[config.mk]
export PLATFORM = sky130hd
export DESIGN_NAME = goldbach_pair_enumerator
export DESIGN_NICKNAME = d
export VERILOG_FILES = /design/src/sv/gpe_pkg.sv /design/src/sv/gpe_seq.sv /design/src/sv/gpe_div.sv /design/src/sv/gpe_dp.sv /design/src/sv/goldbach_pair_enumerator.sv
export SDC_FILE = /design/constraint.sdc
export NUM_CORES = 1
export LEC_CHECK = 0
export BUFFER_PORTS_ARGS = -buffer_cell sky130_fd_sc_hd__buf_2
export CORE_UTILIZATION = 62
export CTS_CLUSTER_DIAMETER = 100
export DETAILED_ROUTE_END_ITERATION = 16
export PLACE_DENSITY = 0.87
export SETUP_SLACK_MARGIN = 0.02
export SLEW_MARGIN = 30
export SYNTH_ARGS = -nofsm -noshare
export SYNTH_HDL_FRONTEND = slang
export SYNTH_SLANG_ARGS = --single-unit
[constraint.sdc]
create_clock -name clk -period 4.2 [get_ports clk]
set_clock_uncertainty 0.05 [all_clocks]
set_input_delay 0.84 -clock clk [delete_from_list [all_inputs] [get_ports clk]]
set_output_delay 0.84 -clock clk [all_outputs]
set_load 0.01 [all_outputs]
[src/sv/gpe_pkg.sv]
// gpe_pkg: shared types, step addresses and microcode rom of the goldbach pair enumerator
`timescale 1ns / 1ps
package gpe_pkg;

	typedef logic [3:0] upc_t;

	// datapath actions, one per control word
	typedef enum logic [3:0] {
		A_NOP,
		A_LOAD,
		A_SETV_P,
		A_SETV_Q,
		A_DIV_GO,
		A_D_INC,
		A_P_INC,
		A_PAIR,
		A_TRUNC,
		A_FINISH
	} act_t;

	// jump conditions
	typedef enum logic [3:0] {
		C_NONE,
		C_ALWAYS,
		C_NO_START,
		C_P_GT_HALF,
		C_SQ_GT_V,
		C_DIV_BUSY,
		C_REM_ZERO,
		C_WHICH_HI,
		C_CNT_FULL
	} cond_t;

	typedef struct packed {
		act_t  act;
		cond_t cond;
		upc_t  target;
	} ctrl_t;

	// status flags from the datapath to the sequencer
	typedef struct packed {
		logic start;
		logic p_gt_half;
		logic sq_gt_v;
		logic div_busy;
		logic rem_zero;
		logic which_hi;
		logic cnt_full;
	} stat_t;

	localparam upc_t ST_IDLE     = 4'd0;
	localparam upc_t ST_CHKP     = 4'd1;
	localparam upc_t ST_SETV_P   = 4'd2;
	localparam upc_t ST_TLOOP    = 4'd3;
	localparam upc_t ST_DIVGO    = 4'd4;
	localparam upc_t ST_DIVWAIT  = 4'd5;
	localparam upc_t ST_REMCHK   = 4'd6;
	localparam upc_t ST_DINC     = 4'd7;
	localparam upc_t ST_VPRIME   = 4'd8;
	localparam upc_t ST_SETV_Q   = 4'd9;
	localparam upc_t ST_NOTPRIME = 4'd10;
	localparam upc_t ST_PAIRCHK  = 4'd11;
	localparam upc_t ST_PAIR     = 4'd12;
	localparam upc_t ST_TRUNC    = 4'd13;
	localparam upc_t ST_FINISH   = 4'd14;

	function automatic ctrl_t ucode_rom(input upc_t a);
		ctrl_t w;
		unique case (a)
			ST_IDLE:     w = '{A_LOAD,   C_NO_START,  ST_IDLE};
			ST_CHKP:     w = '{A_NOP,    C_P_GT_HALF, ST_FINISH};
			ST_SETV_P:   w = '{A_SETV_P, C_NONE,      ST_IDLE};
			ST_TLOOP:    w = '{A_NOP,    C_SQ_GT_V,   ST_VPRIME};
			ST_DIVGO:    w = '{A_DIV_GO, C_NONE,      ST_IDLE};
			ST_DIVWAIT:  w = '{A_NOP,    C_DIV_BUSY,  ST_DIVWAIT};
			ST_REMCHK:   w = '{A_NOP,    C_REM_ZERO,  ST_NOTPRIME};
			ST_DINC:     w = '{A_D_INC,  C_ALWAYS,    ST_TLOOP};
			ST_VPRIME:   w = '{A_NOP,    C_WHICH_HI,  ST_PAIRCHK};
			ST_SETV_Q:   w = '{A_SETV_Q, C_ALWAYS,    ST_TLOOP};
			ST_NOTPRIME: w = '{A_P_INC,  C_ALWAYS,    ST_CHKP};
			ST_PAIRCHK:  w = '{A_NOP,    C_CNT_FULL,  ST_TRUNC};
			ST_PAIR:     w = '{A_PAIR,   C_ALWAYS,    ST_CHKP};
			ST_TRUNC:    w = '{A_TRUNC,  C_ALWAYS,    ST_IDLE};
			ST_FINISH:   w = '{A_FINISH, C_ALWAYS,    ST_IDLE};
			default:     w = '{A_NOP,    C_ALWAYS,    ST_IDLE};
		endcase
		return w;
	endfunction

endpackage

[src/sv/gpe_seq.sv]
// gpe_seq: microprogram counter, control rom lookup and conditional jumps
`timescale 1ns / 1ps
module gpe_seq
	import gpe_pkg::*;
(
	input  logic  clk,
	input  logic  arst_n,
	input  stat_t stat,
	output ctrl_t ctrl,
	output logic  busy
);

	upc_t upc_q;
	upc_t upc_d;
	logic jump;

	assign ctrl = ucode_rom(upc_q);
	assign busy = (upc_q != ST_IDLE);

	always_comb begin
		unique case (ctrl.cond)
			C_NONE:      jump = 1'b0;
			C_ALWAYS:    jump = 1'b1;
			C_NO_START:  jump = !stat.start;
			C_P_GT_HALF: jump = stat.p_gt_half;
			C_SQ_GT_V:   jump = stat.sq_gt_v;
			C_DIV_BUSY:  jump = stat.div_busy;
			C_REM_ZERO:  jump = stat.rem_zero;
			C_WHICH_HI:  jump = stat.which_hi;
			C_CNT_FULL:  jump = stat.cnt_full;
			default:     jump = 1'b1;
		endcase
		upc_d = jump ? ctrl.target : upc_q + upc_t'(1);
	end

	always_ff @(posedge clk or negedge arst_n) begin
		if (!arst_n) begin
			upc_q <= ST_IDLE;
		end else begin
			upc_q <= upc_d;
		end
	end

endmodule

[src/sv/gpe_div.sv]
// gpe_div: bit-serial restoring divider that yields the remainder
`timescale 1ns / 1ps
module gpe_div #(
	parameter int W = 10
) (
	input  logic         clk,
	input  logic         arst_n,
	input  logic         go,
	input  logic [W-1:0] dividend,
	input  logic [W-1:0] divisor,
	output logic         busy,
	output logic [W-1:0] rem
);

	localparam int CW = $clog2(W + 1);

	logic [W-1:0]  dvd_q;
	logic [W-1:0]  rem_q;
	logic [CW-1:0] cnt_q;
	logic [W:0]    rem_sh;

	assign busy   = (cnt_q != '0);
	assign rem    = rem_q;
	assign rem_sh = {rem_q, dvd_q[W-1]};

	always_ff @(posedge clk or negedge arst_n) begin
		if (!arst_n) begin
			cnt_q <= '0;
		end else if (go) begin
			cnt_q <= CW'(W);
		end else if (busy) begin
			cnt_q <= cnt_q - CW'(1);
		end
	end

	always_ff @(posedge clk) begin
		if (go) begin
			dvd_q <= dividend;
			rem_q <= '0;
		end else if (busy) begin
			dvd_q <= dvd_q << 1;
			if (rem_sh >= {1'b0, divisor}) begin
				rem_q <= W'(rem_sh - {1'b0, divisor});
			end else begin
				rem_q <= rem_sh[W-1:0];
			end
		end
	end

endmodule

[src/sv/gpe_dp.sv]
// gpe_dp: candidate, trial divisor and pending pair registers with the result register
`timescale 1ns / 1ps
module gpe_dp
	import gpe_pkg::*;
#(
	parameter int VALUE_BITS = 10,
	parameter int MAX_PAIRS  = 64
) (
	input  logic                  clk,
	input  logic                  arst_n,
	input  ctrl_t                 ctrl,
	input  logic                  start,
	input  logic [VALUE_BITS-1:0] target_value,
	output stat_t                 stat,
	output logic                  result_valid,
	output logic [VALUE_BITS-2:0] smaller_prime,
	output logic [VALUE_BITS-1:0] larger_prime,
	output logic                  pair_found,
	output logic                  last_of_run,
	output logic                  truncated
);

	localparam int VB = VALUE_BITS;
	localparam int CW = $clog2(MAX_PAIRS + 1);

	logic [VB-1:0]   n_q, p_q, v_q, d_q;
	logic [2*VB-1:0] sq_q;
	logic            which_q;
	logic [CW-1:0]   cnt_q;
	logic            pend_v_q;
	logic [VB-2:0]   pend_lo_q;
	logic [VB-1:0]   pend_hi_q;
	logic            div_go;
	logic            div_busy;
	logic [VB-1:0]   div_rem;

	logic            res_valid_q;
	logic [VB-2:0]   res_lo_q;
	logic [VB-1:0]   res_hi_q;
	logic            res_found_q, res_last_q, res_trunc_q;

	assign div_go = (ctrl.act == A_DIV_GO);

	gpe_div #(.W(VB)) u_div (
		.clk      (clk),
		.arst_n   (arst_n),
		.go       (div_go),
		.dividend (v_q),
		.divisor  (d_q),
		.busy     (div_busy),
		.rem      (div_rem)
	);

	always_comb begin
		stat.start     = start;
		stat.p_gt_half = (p_q > (n_q >> 1));
		stat.sq_gt_v   = (sq_q > {{VB{1'b0}}, v_q});
		stat.div_busy  = div_busy;
		stat.rem_zero  = (div_rem == '0);
		stat.which_hi  = which_q;
		stat.cnt_full  = (cnt_q == CW'(MAX_PAIRS));
	end

	// control state
	always_ff @(posedge clk or negedge arst_n) begin
		if (!arst_n) begin
			cnt_q       <= '0;
			pend_v_q    <= 1'b0;
			which_q     <= 1'b0;
			res_valid_q <= 1'b0;
		end else begin
			res_valid_q <= 1'b0;
			unique case (ctrl.act)
				A_LOAD: begin
					cnt_q    <= '0;
					pend_v_q <= 1'b0;
					which_q  <= 1'b0;
				end
				A_SETV_P: which_q <= 1'b0;
				A_SETV_Q: which_q <= 1'b1;
				A_PAIR: begin
					res_valid_q <= pend_v_q;
					pend_v_q    <= 1'b1;
					cnt_q       <= cnt_q + CW'(1);
				end
				A_TRUNC:  res_valid_q <= 1'b1;
				A_FINISH: res_valid_q <= 1'b1;
				default: ;
			endcase
		end
	end

	// payload
	always_ff @(posedge clk) begin
		unique case (ctrl.act)
			A_LOAD: begin
				n_q <= target_value;
				p_q <= VB'(2);
			end
			A_SETV_P: begin
				v_q  <= p_q;
				d_q  <= VB'(2);
				sq_q <= (2*VB)'(4);
			end
			A_SETV_Q: begin
				v_q  <= n_q - p_q;
				d_q  <= VB'(2);
				sq_q <= (2*VB)'(4);
			end
			A_D_INC: begin
				d_q  <= d_q + VB'(1);
				sq_q <= sq_q + {{(VB-1){1'b0}}, d_q, 1'b1};
			end
			A_P_INC: p_q <= p_q + VB'(1);
			A_PAIR: begin
				res_lo_q    <= pend_lo_q;
				res_hi_q    <= pend_hi_q;
				res_found_q <= 1'b1;
				res_last_q  <= 1'b0;
				res_trunc_q <= 1'b0;
				pend_lo_q   <= p_q[VB-2:0];
				pend_hi_q   <= v_q;
				p_q         <= p_q + VB'(1);
			end
			A_TRUNC: begin
				res_lo_q    <= pend_lo_q;
				res_hi_q    <= pend_hi_q;
				res_found_q <= 1'b1;
				res_last_q  <= 1'b1;
				res_trunc_q <= 1'b1;
			end
			A_FINISH: begin
				res_lo_q    <= pend_v_q ? pend_lo_q : '0;
				res_hi_q    <= pend_v_q ? pend_hi_q : '0;
				res_found_q <= pend_v_q;
				res_last_q  <= 1'b1;
				res_trunc_q <= 1'b0;
			end
			default: ;
		endcase
	end

	assign result_valid  = res_valid_q;
	assign smaller_prime = res_lo_q;
	assign larger_prime  = res_hi_q;
	assign pair_found    = res_found_q;
	assign last_of_run   = res_last_q;
	assign truncated     = res_trunc_q;

endmodule

[src/sv/goldbach_pair_enumerator.sv]
// goldbach_pair_enumerator: top level, microcoded search for prime pairs summing to n
//
// channel   | handshake                 | payload
// ----------+---------------------------+---------------------------------------------
// input     | start & !busy             | target_value
// result    | result_valid (one cycle)  | smaller_prime, larger_prime, pair_found,
//           |                           | last_of_run, truncated
//
// one transaction in, then one or more result transactions in ascending order of p;
// the final one carries last_of_run. every candidate is tested by trial division on
// one shared bit-serial divider.
// arst_n clears the step counter, pending pair and strobe; payload registers are not reset.
// the receiver cannot stall: each result is on the ports for exactly one cycle.
`timescale 1ns / 1ps
module goldbach_pair_enumerator
	import gpe_pkg::*;
#(
	parameter int VALUE_BITS = 10,
	parameter int MAX_PAIRS  = 64
) (
	input  logic                  clk,
	input  logic                  arst_n,
	input  logic                  start,
	output logic                  busy,
	input  logic [VALUE_BITS-1:0] target_value,
	output logic                  result_valid,
	output logic [VALUE_BITS-2:0] smaller_prime,
	output logic [VALUE_BITS-1:0] larger_prime,
	output logic                  pair_found,
	output logic                  last_of_run,
	output logic                  truncated
);

	// control word from the rom, status flags back from the datapath
	ctrl_t ctrl;
	stat_t stat;

	// sequencer: step counter walks the microprogram, idle step loads n on start
	gpe_seq u_seq (
		.clk    (clk),
		.arst_n (arst_n),
		.stat   (stat),
		.ctrl   (ctrl),
		.busy   (busy)
	);

	// datapath: a pair is held back until the next one is found, so that the
	// final result of a run can be marked as last (and truncated when the limit hits)
	gpe_dp #(
		.VALUE_BITS (VALUE_BITS),
		.MAX_PAIRS  (MAX_PAIRS)
	) u_dp (
		.clk           (clk),
		.arst_n        (arst_n),
		.ctrl          (ctrl),
		.start         (start),
		.target_value  (target_value),
		.stat          (stat),
		.result_valid  (result_valid),
		.smaller_prime (smaller_prime),
		.larger_prime  (larger_prime),
		.pair_found    (pair_found),
		.last_of_run   (last_of_run),
		.truncated     (truncated)
	);

	// the first step after accepting a transaction never emits
	a_no_result_after_accept: assert property (@(posedge clk) disable iff (!arst_n)
		(start && !busy) |=> !result_valid)
		else $error("result right after input accept");

	// a final result leaves the block idle, any other result leaves it searching
	a_last_means_idle: assert property (@(posedge clk) disable iff (!arst_n)
		(result_valid && last_of_run) |-> !busy)
		else $error("final result while still busy");

	a_mid_means_busy: assert property (@(posedge clk) disable iff (!arst_n)
		(result_valid && !last_of_run) |-> busy)
		else $error("intermediate result while idle");

	// no-pair result stands alone and is never truncated; truncated only on the last
	a_nopair_alone: assert property (@(posedge clk) disable iff (!arst_n)
		(result_valid && (!pair_found || truncated)) |-> last_of_run)
		else $error("no-pair or truncated result not marked last");

endmodule
# Yosys cells after proc, flatten, opt, wreduce, memory -nomap -nowiden
# Memories as Yosys holds them, arrays and structs flattened.
# Cells that the tools add are included.
# totals
register_bits	139
rom_bits	192
input_bits	13
output_inout_bits	24
elab_cells	91
memories	1
# op_classes
n_addsub	8
n_lt_le_gt_ge	3
n_eq_ne	17
muxes	22
reduce_logical	20
# mem_list
memory	depth	width	read_ports	rd_clocked_by_memory_dff	write_ports	line	text
(name not given)	16	12	1	0	0	gpe_pkg.sv:69	unique case (a)
# ops
op	n
10-bit case mux with 2 select lines	4
10-bit 2-to-1 mux	4
20-bit case mux with 2 select lines	1
4-bit by 3-bit equality test with 1-bit output, second input constant	8
10-bit by 1-bit adder with 10-bit output, second input constant	2
20-bit by 11-bit adder with 20-bit output	1
20-bit by 10-bit greater-than comparator with 1-bit output	1
10-bit subtractor	2
9-bit case mux with 2 select lines	1
2-bit nonzero test	9
4-bit by 2-bit equality test with 1-bit output, second input constant	4
7-bit case mux with 2 select lines	1
4-bit equality test, second input constant	3
4-bit 2-to-1 mux	3
1-bit case mux with 2 select lines	6
2-bit OR reduction	6
11-bit by 10-bit >= comparator with 1-bit output	1
10-bit by 9-bit greater-than comparator with 1-bit output	1
10-bit zero test	1
9-bit 2-to-1 mux	1
1-bit case mux with 8 select lines	1
4-bit nonzero test	2
7-bit by 1-bit adder with 7-bit output, second input constant	1
7-bit equality test, second input constant	1
other kinds (5)	5

# Logic depth before layout (Yosys ltp)
# Gate-level depths: netlist of the first run.
# An unclocked memory read counts as a cell.
# logic_depth
word_depth	4
ltp_mapped	10
ltp_nobuf	9

# Cells and area by module
# Synthesis of the first run repeated with hierarchy kept, for this count alone.
# hier_totals
hier_cells	788
area_unflattened_um2	8204.1
# by_module_without_submodules
module	n_inst	cells_each	area_per_inst_um2	seq_area_each_um2
gpe_dp	1	535	5919.4	3283.1
gpe_div	1	160	1564.0	600.6
gpe_seq	1	93	720.7	100.1

# Least setup slack after synthesis of the first run
# Ideal clock, no wire load.
# synth_timing
path_kind	register -> register
from	reg u_seq.upc_q[0]
to	reg u_dp.d_q[0], enable pin
setup_ps	392
arrival_time_ps	2775
required_time_ps	3758
path_slack_ps	983
path_stages_with_launch	7
n_path_buf	1
period_less_slack_ps	3217
path_cell_list	dfrtp_1 -> inv_1 -> ha_1 -> clkbuf_1 -> nand3b_1 -> a21oi_1 -> nand2b_1
# synth_via
elab_chain_cells	4
word_cells_on_any_way	6
# synth_lines
element	line	text
from (decl)	gpe_seq.sv:13	upc_t upc_q;
from (signal assigned)	gpe_seq.sv:40	upc_q <= upc_d;
memory 16 x 12 bit *	--	
4-bit by 2-bit equality test with 1-bit output	gpe_dp.sv:95	unique case (ctrl.act)
2-bit OR reduction (no source line)	--	
2-bit nonzero test (no source line) *	--	
to (signal assigned)	gpe_dp.sv:111	d_q <= d_q + VB'(1);
to (decl)	gpe_dp.sv:26	logic [VB-1:0] n_q, p_q, v_q, d_q;
# Every way passes the cells marked *; elsewhere a longest branch is shown, timed or not.
# A chain may end at the register's enable or synchronous reset.

# Worst setup path after layout of the first run
# layout_timing
from	reg u_seq.upc_q[0]
to	reg u_dp.cnt_q[6]
# layout_via
elab_chain_cells	3
word_cells_on_any_way	5
# layout_lines
element	line	text
memory 16 x 12 bit *	--	
4-bit by 3-bit equality test with 1-bit output / 4-bit by 1-bit equality test with 1-bit output (equally long branches)	gpe_dp.sv:73	unique case (ctrl.act)
7-bit case mux with 2 select lines / 2-bit nonzero test (equally long branches)	--	
to (signal assigned)	gpe_dp.sv:84	cnt_q <= cnt_q + CW'(1);
to (decl)	gpe_dp.sv:29	logic [CW-1:0] cnt_q;
# Marks and branches as above.

==> results of run 1 <==
## path summary, 6_finish.rpt
| check | from | endpoint | slack, ps |
|---|---|---|---|
| min in group clk | u_dp.v_q[4] | u_dp.pend_hi_q[4] | 410 |
| min | arst_n | u_dp.cnt_q[3] | 310 |
| max in group asynchronous | arst_n | u_dp.u_div.cnt_q[3] | 3470 |
| min reg2reg | u_dp.v_q[4] | u_dp.pend_hi_q[4] | 410 |
| max | u_seq.upc_q[0] | u_dp.cnt_q[6] | 910 |
| max reg2reg | u_seq.upc_q[0] | u_dp.cnt_q[6] | 910 |
## layer usage
| metal | vias up | wire length [µm] | global-route usage, % |
|---|---|---|---|
| met5 | - | 0 | 0 |
| met4 | 0 | 272 | 8.86 |
| met3 | 33 | 1200 | 5.92 |
| met2 | 264 | 8510 | 44.5 |
| met1 | 2960 | 7710 | 37.6 |
| li1 | 2889 | - | - |
## kinds of logic after synthesis
group,after synthesis,synth area share [%]
flops,139,48.9
buf+inv,85,4.29
mux,17,2.50
simple gates,270,17.0
compound gates,157,12.6
xor+xnor,44,4.73
fa+ha+maj,63,9.96
## cell usage in the layout (no fill, tap or decap), types with 5 or more instances in the layout
cell type  count
edfxtp_1     111
nor2_1        62
nand2_1       60
ha_1          60
inv_1         59
o21ai_0       43
xnor2_1       37
buf_2         36
a21oi_1       32
nand3_1       28
and2_1        21
nor3_1        20
dfrtp_1       18
clkbuf_16     17
nand2b_1      10
and3_1        10
dfxtp_1       10
o21ai_1        9
a21o_1         8
o21a_1         8
mux2i_1        8
nor2b_1        7
a211oi_1       7
o31ai_1        7
xor2_1         7
or3_1          7
nor4_1         7
nand4_1        6
buf_4          6
o211ai_1       5
nand3b_1       5
mux2_2         5
or2_2          5
a31oi_1        5
## synth_stat cells, drive strengths merged, types with 10 or more instances
library cell,count
dfxtp,10
buf,13
clkbuf,12
nor3,21
o21ai,54
nand2b,10
xnor2,37
ha,60
edfxtp,111
nand2,61
dfrtp,18
nand3,28
and3,11
nor2,63
inv,60
and2,22
a21oi,32
## worst max-delay path, delay by kind of cell, from the launching register on
family	cells	cell delay, ps
buffers and inverters	3	850
AO/OA/AOI/OAI	3	520
flip-flops	1	500
adder cells (fa/ha/maj)	1	530
AND/OR/NAND/NOR	3	700
## final cells by class
class / count / area (µm²)
multi-input combinational: 551 / 3810
inverter: 60 / 225
tap: 172 / 215
clock buffer: 20 / 457
sequential: 139 / 3980
fill: 910 / 3690
timing repair buffer: 42 / 225
clock inverter: 12 / 114
## registers in the layout, indices dropped and copies added (netlist names), 10 cells and up
signal             cells
u_dp.u_div.dvd_q      10
u_dp.v_q              10
u_dp.sq_q             20
u_dp.n_q              10
u_dp.d_q              10
u_dp.u_div.rem        10
u_dp.pend_hi_q        10
u_dp.larger_prime     10
u_dp.p_q              10
## through the flow
step / hold slack [ps] / setup WS (ps) / utilization [%]
finish: 309 / 912 / 71.0
global route: 328 / 728 / 71.0
CTS: 318 / 1000 / 71.0
detailed placement: 396 / 1040 / 66.5
global placement: 392 / 1170 / 66.5
floorplan: 376 / 983 / -
==> results.json, run 1 <==
{
  "status": "completed",
  "cts_tree": "yes",
  "worst_setup_hold_path_clk_slew_ps": 60,
  "setup_violations": 0,
  "layoutNonFillerInstCount": 996,
  "rr_worst_depth": 10,
  "rows": 41,
  "dieArea_um2": 13600,
  "slew_violations": 0,
  "grt_max_degree": 31,
  "drtIter0Drc": 710,
  "async_flop_share_pct": 12.9,
  "path_cells": "inv_1, ha_1, and3b_1, o21ai_0, buf_4, nand2b_1, inv_2, nor2_2, o21ai_0, o21ai_0",
  "gr-usage-all-layers_pct": 27.7,
  "critical_path_required_ps": 4440,
  "synthTopCellsByArea": "edfxtp_1 (41%), ha_1 (9.2%), dfrtp_1 (5.5%), xnor2_1 (4.0%), nor2_1 (2.9%)",
  "ys_ff_latch": 139,
  "crit_arrival_ps": 3520,
  "cp_max_fo": 26,
  "avgSynthCellArea_um2": 10.5,
  "cts_num_sinks": 139,
  "grt_antenna_before_repair": 0,
  "globalplace.congestion": 0.916,
  "dpl.cell_count": 964,
  "synth_nets": 851,
  "route.detailed.drc": 0,
  "holdBufCountCts": 0,
  "worst_slew_pin_slew_ps": 853,
  "cts_root_buf": "clkbuf_16",
  "postCtsSetupRepairBufs": 0,
  "clock_path_buffers": 2,
  "core-area_um2": 12700,
  "slowest_stage": "ha_1",
  "wirelength_um": 17700,
  "dp_hpwl_um": 12500,
  "wl_per_cell_um": 17.8,
  "initial_core_util_pct": 64.0,
  "cpPeakStageDelay_ps": 530,
  "cp-end-kind": "register",
  "synth_ff_type": "edfxtp_1",
  "htree_levels": 4,
  "port-buffer-count": 36,
  "place_area_um2": 8460,
  "grt_pass1_wl_um": 28200,
  "syn-cell-area_um2": 8140,
  "yosysWarnings": 0,
  "antenna_cells": 0,
  "die_h_um": 117,
  "worst-setup-path-type": "reg2reg",
  "yosysTopAreaCellShare_pct": 40.9,
  "insertion_delay_ps": 420,
  "setup_tns_ps": 0,
  "layout-drive-gt1-share_pct": 11.9,
  "worstSetupStartpointType": "register",
  "hold_path_class": "in2async",
  "post_cts_resized": 0,
  "first_pass_iters": 7,
  "synth_cells": 775,
  "ant_nets": 0,
  "rsz0062_at_grt": "no",
  "nets": 887,
  "fin_area_um2": 9030,
  "ys_types": 73,
  "max_freq_ghz": 0.304,
  "pin_count": 37,
  "yosysSeqAreaShare_pct": 48.9,
  "layout_min_cycle_time_ps": 3290,
  "cap_viol_max_count": 0,
  "numCtsBuffers": 17,
  "syn_to_final_growth_pct": 10.9,
  "avgViaCountPerCell": 6.17,
  "gr-total-overflow": 0,
  "hold_viol_final": 0,
  "period_share_pct": 78.3,
  "synth_edf_count": 111,
  "relSlewSlack_pct": 42.4,
  "synth_top_area_cell": "edfxtp_1",
  "vias": 6146,
  "crit_top_cell": "o21ai_0",
  "die_w_um": 117,
  "grt_pass1_vias": 5683
}
Power of run 1 is not shown: default switching activity piles up to over one toggle a cycle in this logic, so the estimate is an artifact.
==> run 2: changes to the inputs <==
CORE_UTILIZATION = 56   (was 62)
PLACE_DENSITY = 0.83   (was 0.87)
clock period = 2.75 ns   (was 4.2 ns; I/O delays follow)
==> run 2 against run 1 <==
Setup slack worse by 790 ps; flip-flop and latch count is the same; maximum frequency increased by 25%; global-route usage is 3.5 points lower; core utilization decreased by 4.8 points; die area grew 11%; clock-buffer cell count down 3; critical endpoint is now u_dp.v_q[9]; cell count is 3.4% higher.
==> results.json, run 2 (synthesis gave the netlist of run 1 again) <==
{
  "critical_path_required_ps": 2890,
  "ant_nets": 0,
  "met3_usage_pct": 4.55,
  "worstSetupStartpointType": "register",
  "dp_hpwl_um": 11900,
  "cap_viol_max_count": 0,
  "nets": 913,
  "cts_root_buf": "clkbuf_16",
  "pin_count": 37,
  "setup_tns_ps": 0,
  "worst_slew_pin_slew_ps": 582,
  "cts_tree": "yes",
  "grt_pass1_vias": 5814,
  "worst_setup_hold_path_clk_slew_ps": 60,
  "die_h_um": 123,
  "worst-setup-path-type": "reg2reg",
  "cts_num_sinks": 139,
  "regMostFlops": "u_dp.sq_q",
  "setup_violations": 0,
  "final_cell_mix": "edfxtp_1 (111), nor2_1 (62), nand2_1 (60), inv_1 (59), ha_1 (59)",
  "slew_violations": 0,
  "htree_levels": 4,
  "port-buffer-count": 36,
  "grt_pass1_wl_um": 27700,
  "period_share_pct": 95.5,
  "crit_buf_inv": 1,
  "use_met2_pct": 39.0,
  "final_common_cell": "edfxtp_1",
  "setup_slack_ps": 124,
  "grt_antenna_before_repair": 0,
  "avgViaCountPerCell": 5.88,
  "hold_path_class": "in2reg",
  "layout-drive-gt1-share_pct": 15.2,
  "dieArea_um2": 15000,
  "numCtsBuffers": 17,
  "grt_max_degree": 31,
  "vias": 6054,
  "place_ws_ps": 121,
  "dpl.cell_count": 997,
  "rsz0062_at_grt": "no",
  "grt.met1_usage_pct": 32.0,
  "slowest_stage": "edfxtp_1",
  "cpPeakStageDelay_ps": 480,
  "gr-total-overflow": 0,
  "antenna_cells": 0,
  "initial_core_util_pct": 58.0,
  "globalplace.congestion": 0.882,
  "largest_reg_flops": 20,
  "insertion_delay_ps": 430,
  "wl_per_cell_um": 16.3,
  "crit_arrival_ps": 2760,
  "cp-end-kind": "register",
  "max_freq_ghz": 0.381,
  "clock_path_buffers": 2,
  "wirelength_um": 16700,
  "status": "completed",
  "relSlewSlack_pct": 60.9,
  "cp_max_fo": 6,
  "core-area_um2": 14000,
  "rows": 43,
  "route.detailed.drc": 0,
  "critPathTopFamily": "compound AO/OA/AOI/OAI gates",
  "path_cells": "inv_1, ha_1, a21oi_1, o2111ai_1, a41oi_1, mux2_2, a211o_1",
  "die_w_um": 123,
  "syn_to_final_growth_pct": 14.2,
  "drtIter0Drc": 425,
  "grt.busiest_layer": "met2",
  "layoutNonFillerInstCount": 1030,
  "layout_min_cycle_time_ps": 2630,
  "first_pass_iters": 5,
  "hold_viol_final": 0,
  "gr-usage-all-layers_pct": 24.2
}
[run 2: cell types whose count changed in the layout (fill, tap and decap cells not counted), sizes merged]
cell         change
buf             +25
clkinvlp         -3
clkbuf           -3
dlygate4sd3      +1
bufinv           +1
clkinv           +1
inv              +4
[run 2: layout make-up]
| type | count | area (µm²) |
|---|---|---|
| clock buffer | 17 | 425 |
| tap | 180 | 225 |
| timing repair buffer | 68 | 435 |
| fill | 1004 | 4740 |
| multi-input combinational | 551 | 3840 |
| sequential | 139 | 3990 |
| inverter | 60 | 225 |
| clock inverter | 15 | 164 |
[run 2: final timing paths]
kind / from / end / slack, ps / cells past startpoint
min in group asynchronous: arst_n / u_dp.which_q / 540 / 2
max in group asynchronous: arst_n / u_seq.upc_q[1] / 1790 / 2
worst max register to register: u_dp.p_q[3] / u_dp.v_q[9] / 120 / 7
worst min-delay path: target_value[7] / u_dp.n_q[7] / 240 / 1
worst max-delay path: u_dp.p_q[3] / u_dp.v_q[9] / 120 / 7
worst min register to register: u_dp.v_q[3] / u_dp.pend_hi_q[3] / 420 / 0
[run 2: layer usage]
layer  up-vias  share of wire [%]
met2       187                 49
met4         0                2.0
li1       2941                  -
met3        30                4.9
met1      2896                 44
met5         -                  0
[run 2: stage by stage]
stage | instance area [µm²] | hold slack [ps] | utilization [%]
after global placement | 8680 | 388 | 61.8
after CTS | 9280 | 228 | 66.1
after global routing | 9300 | 227 | 66.2
final | 9300 | 241 | 66.2
after detailed placement | 8680 | 410 | 61.8
after floorplan | 8150 | 204 | -
[run 2: what timing repair did]
item	4_1_cts	5_1_grt
setup endpoints to repair	0	10
gates resized for setup	0	5
buffers inserted	0	0
hold buffers	1	0
endpoints found under the hold margin	18	0
Power of run 2 is left out for the same reason.
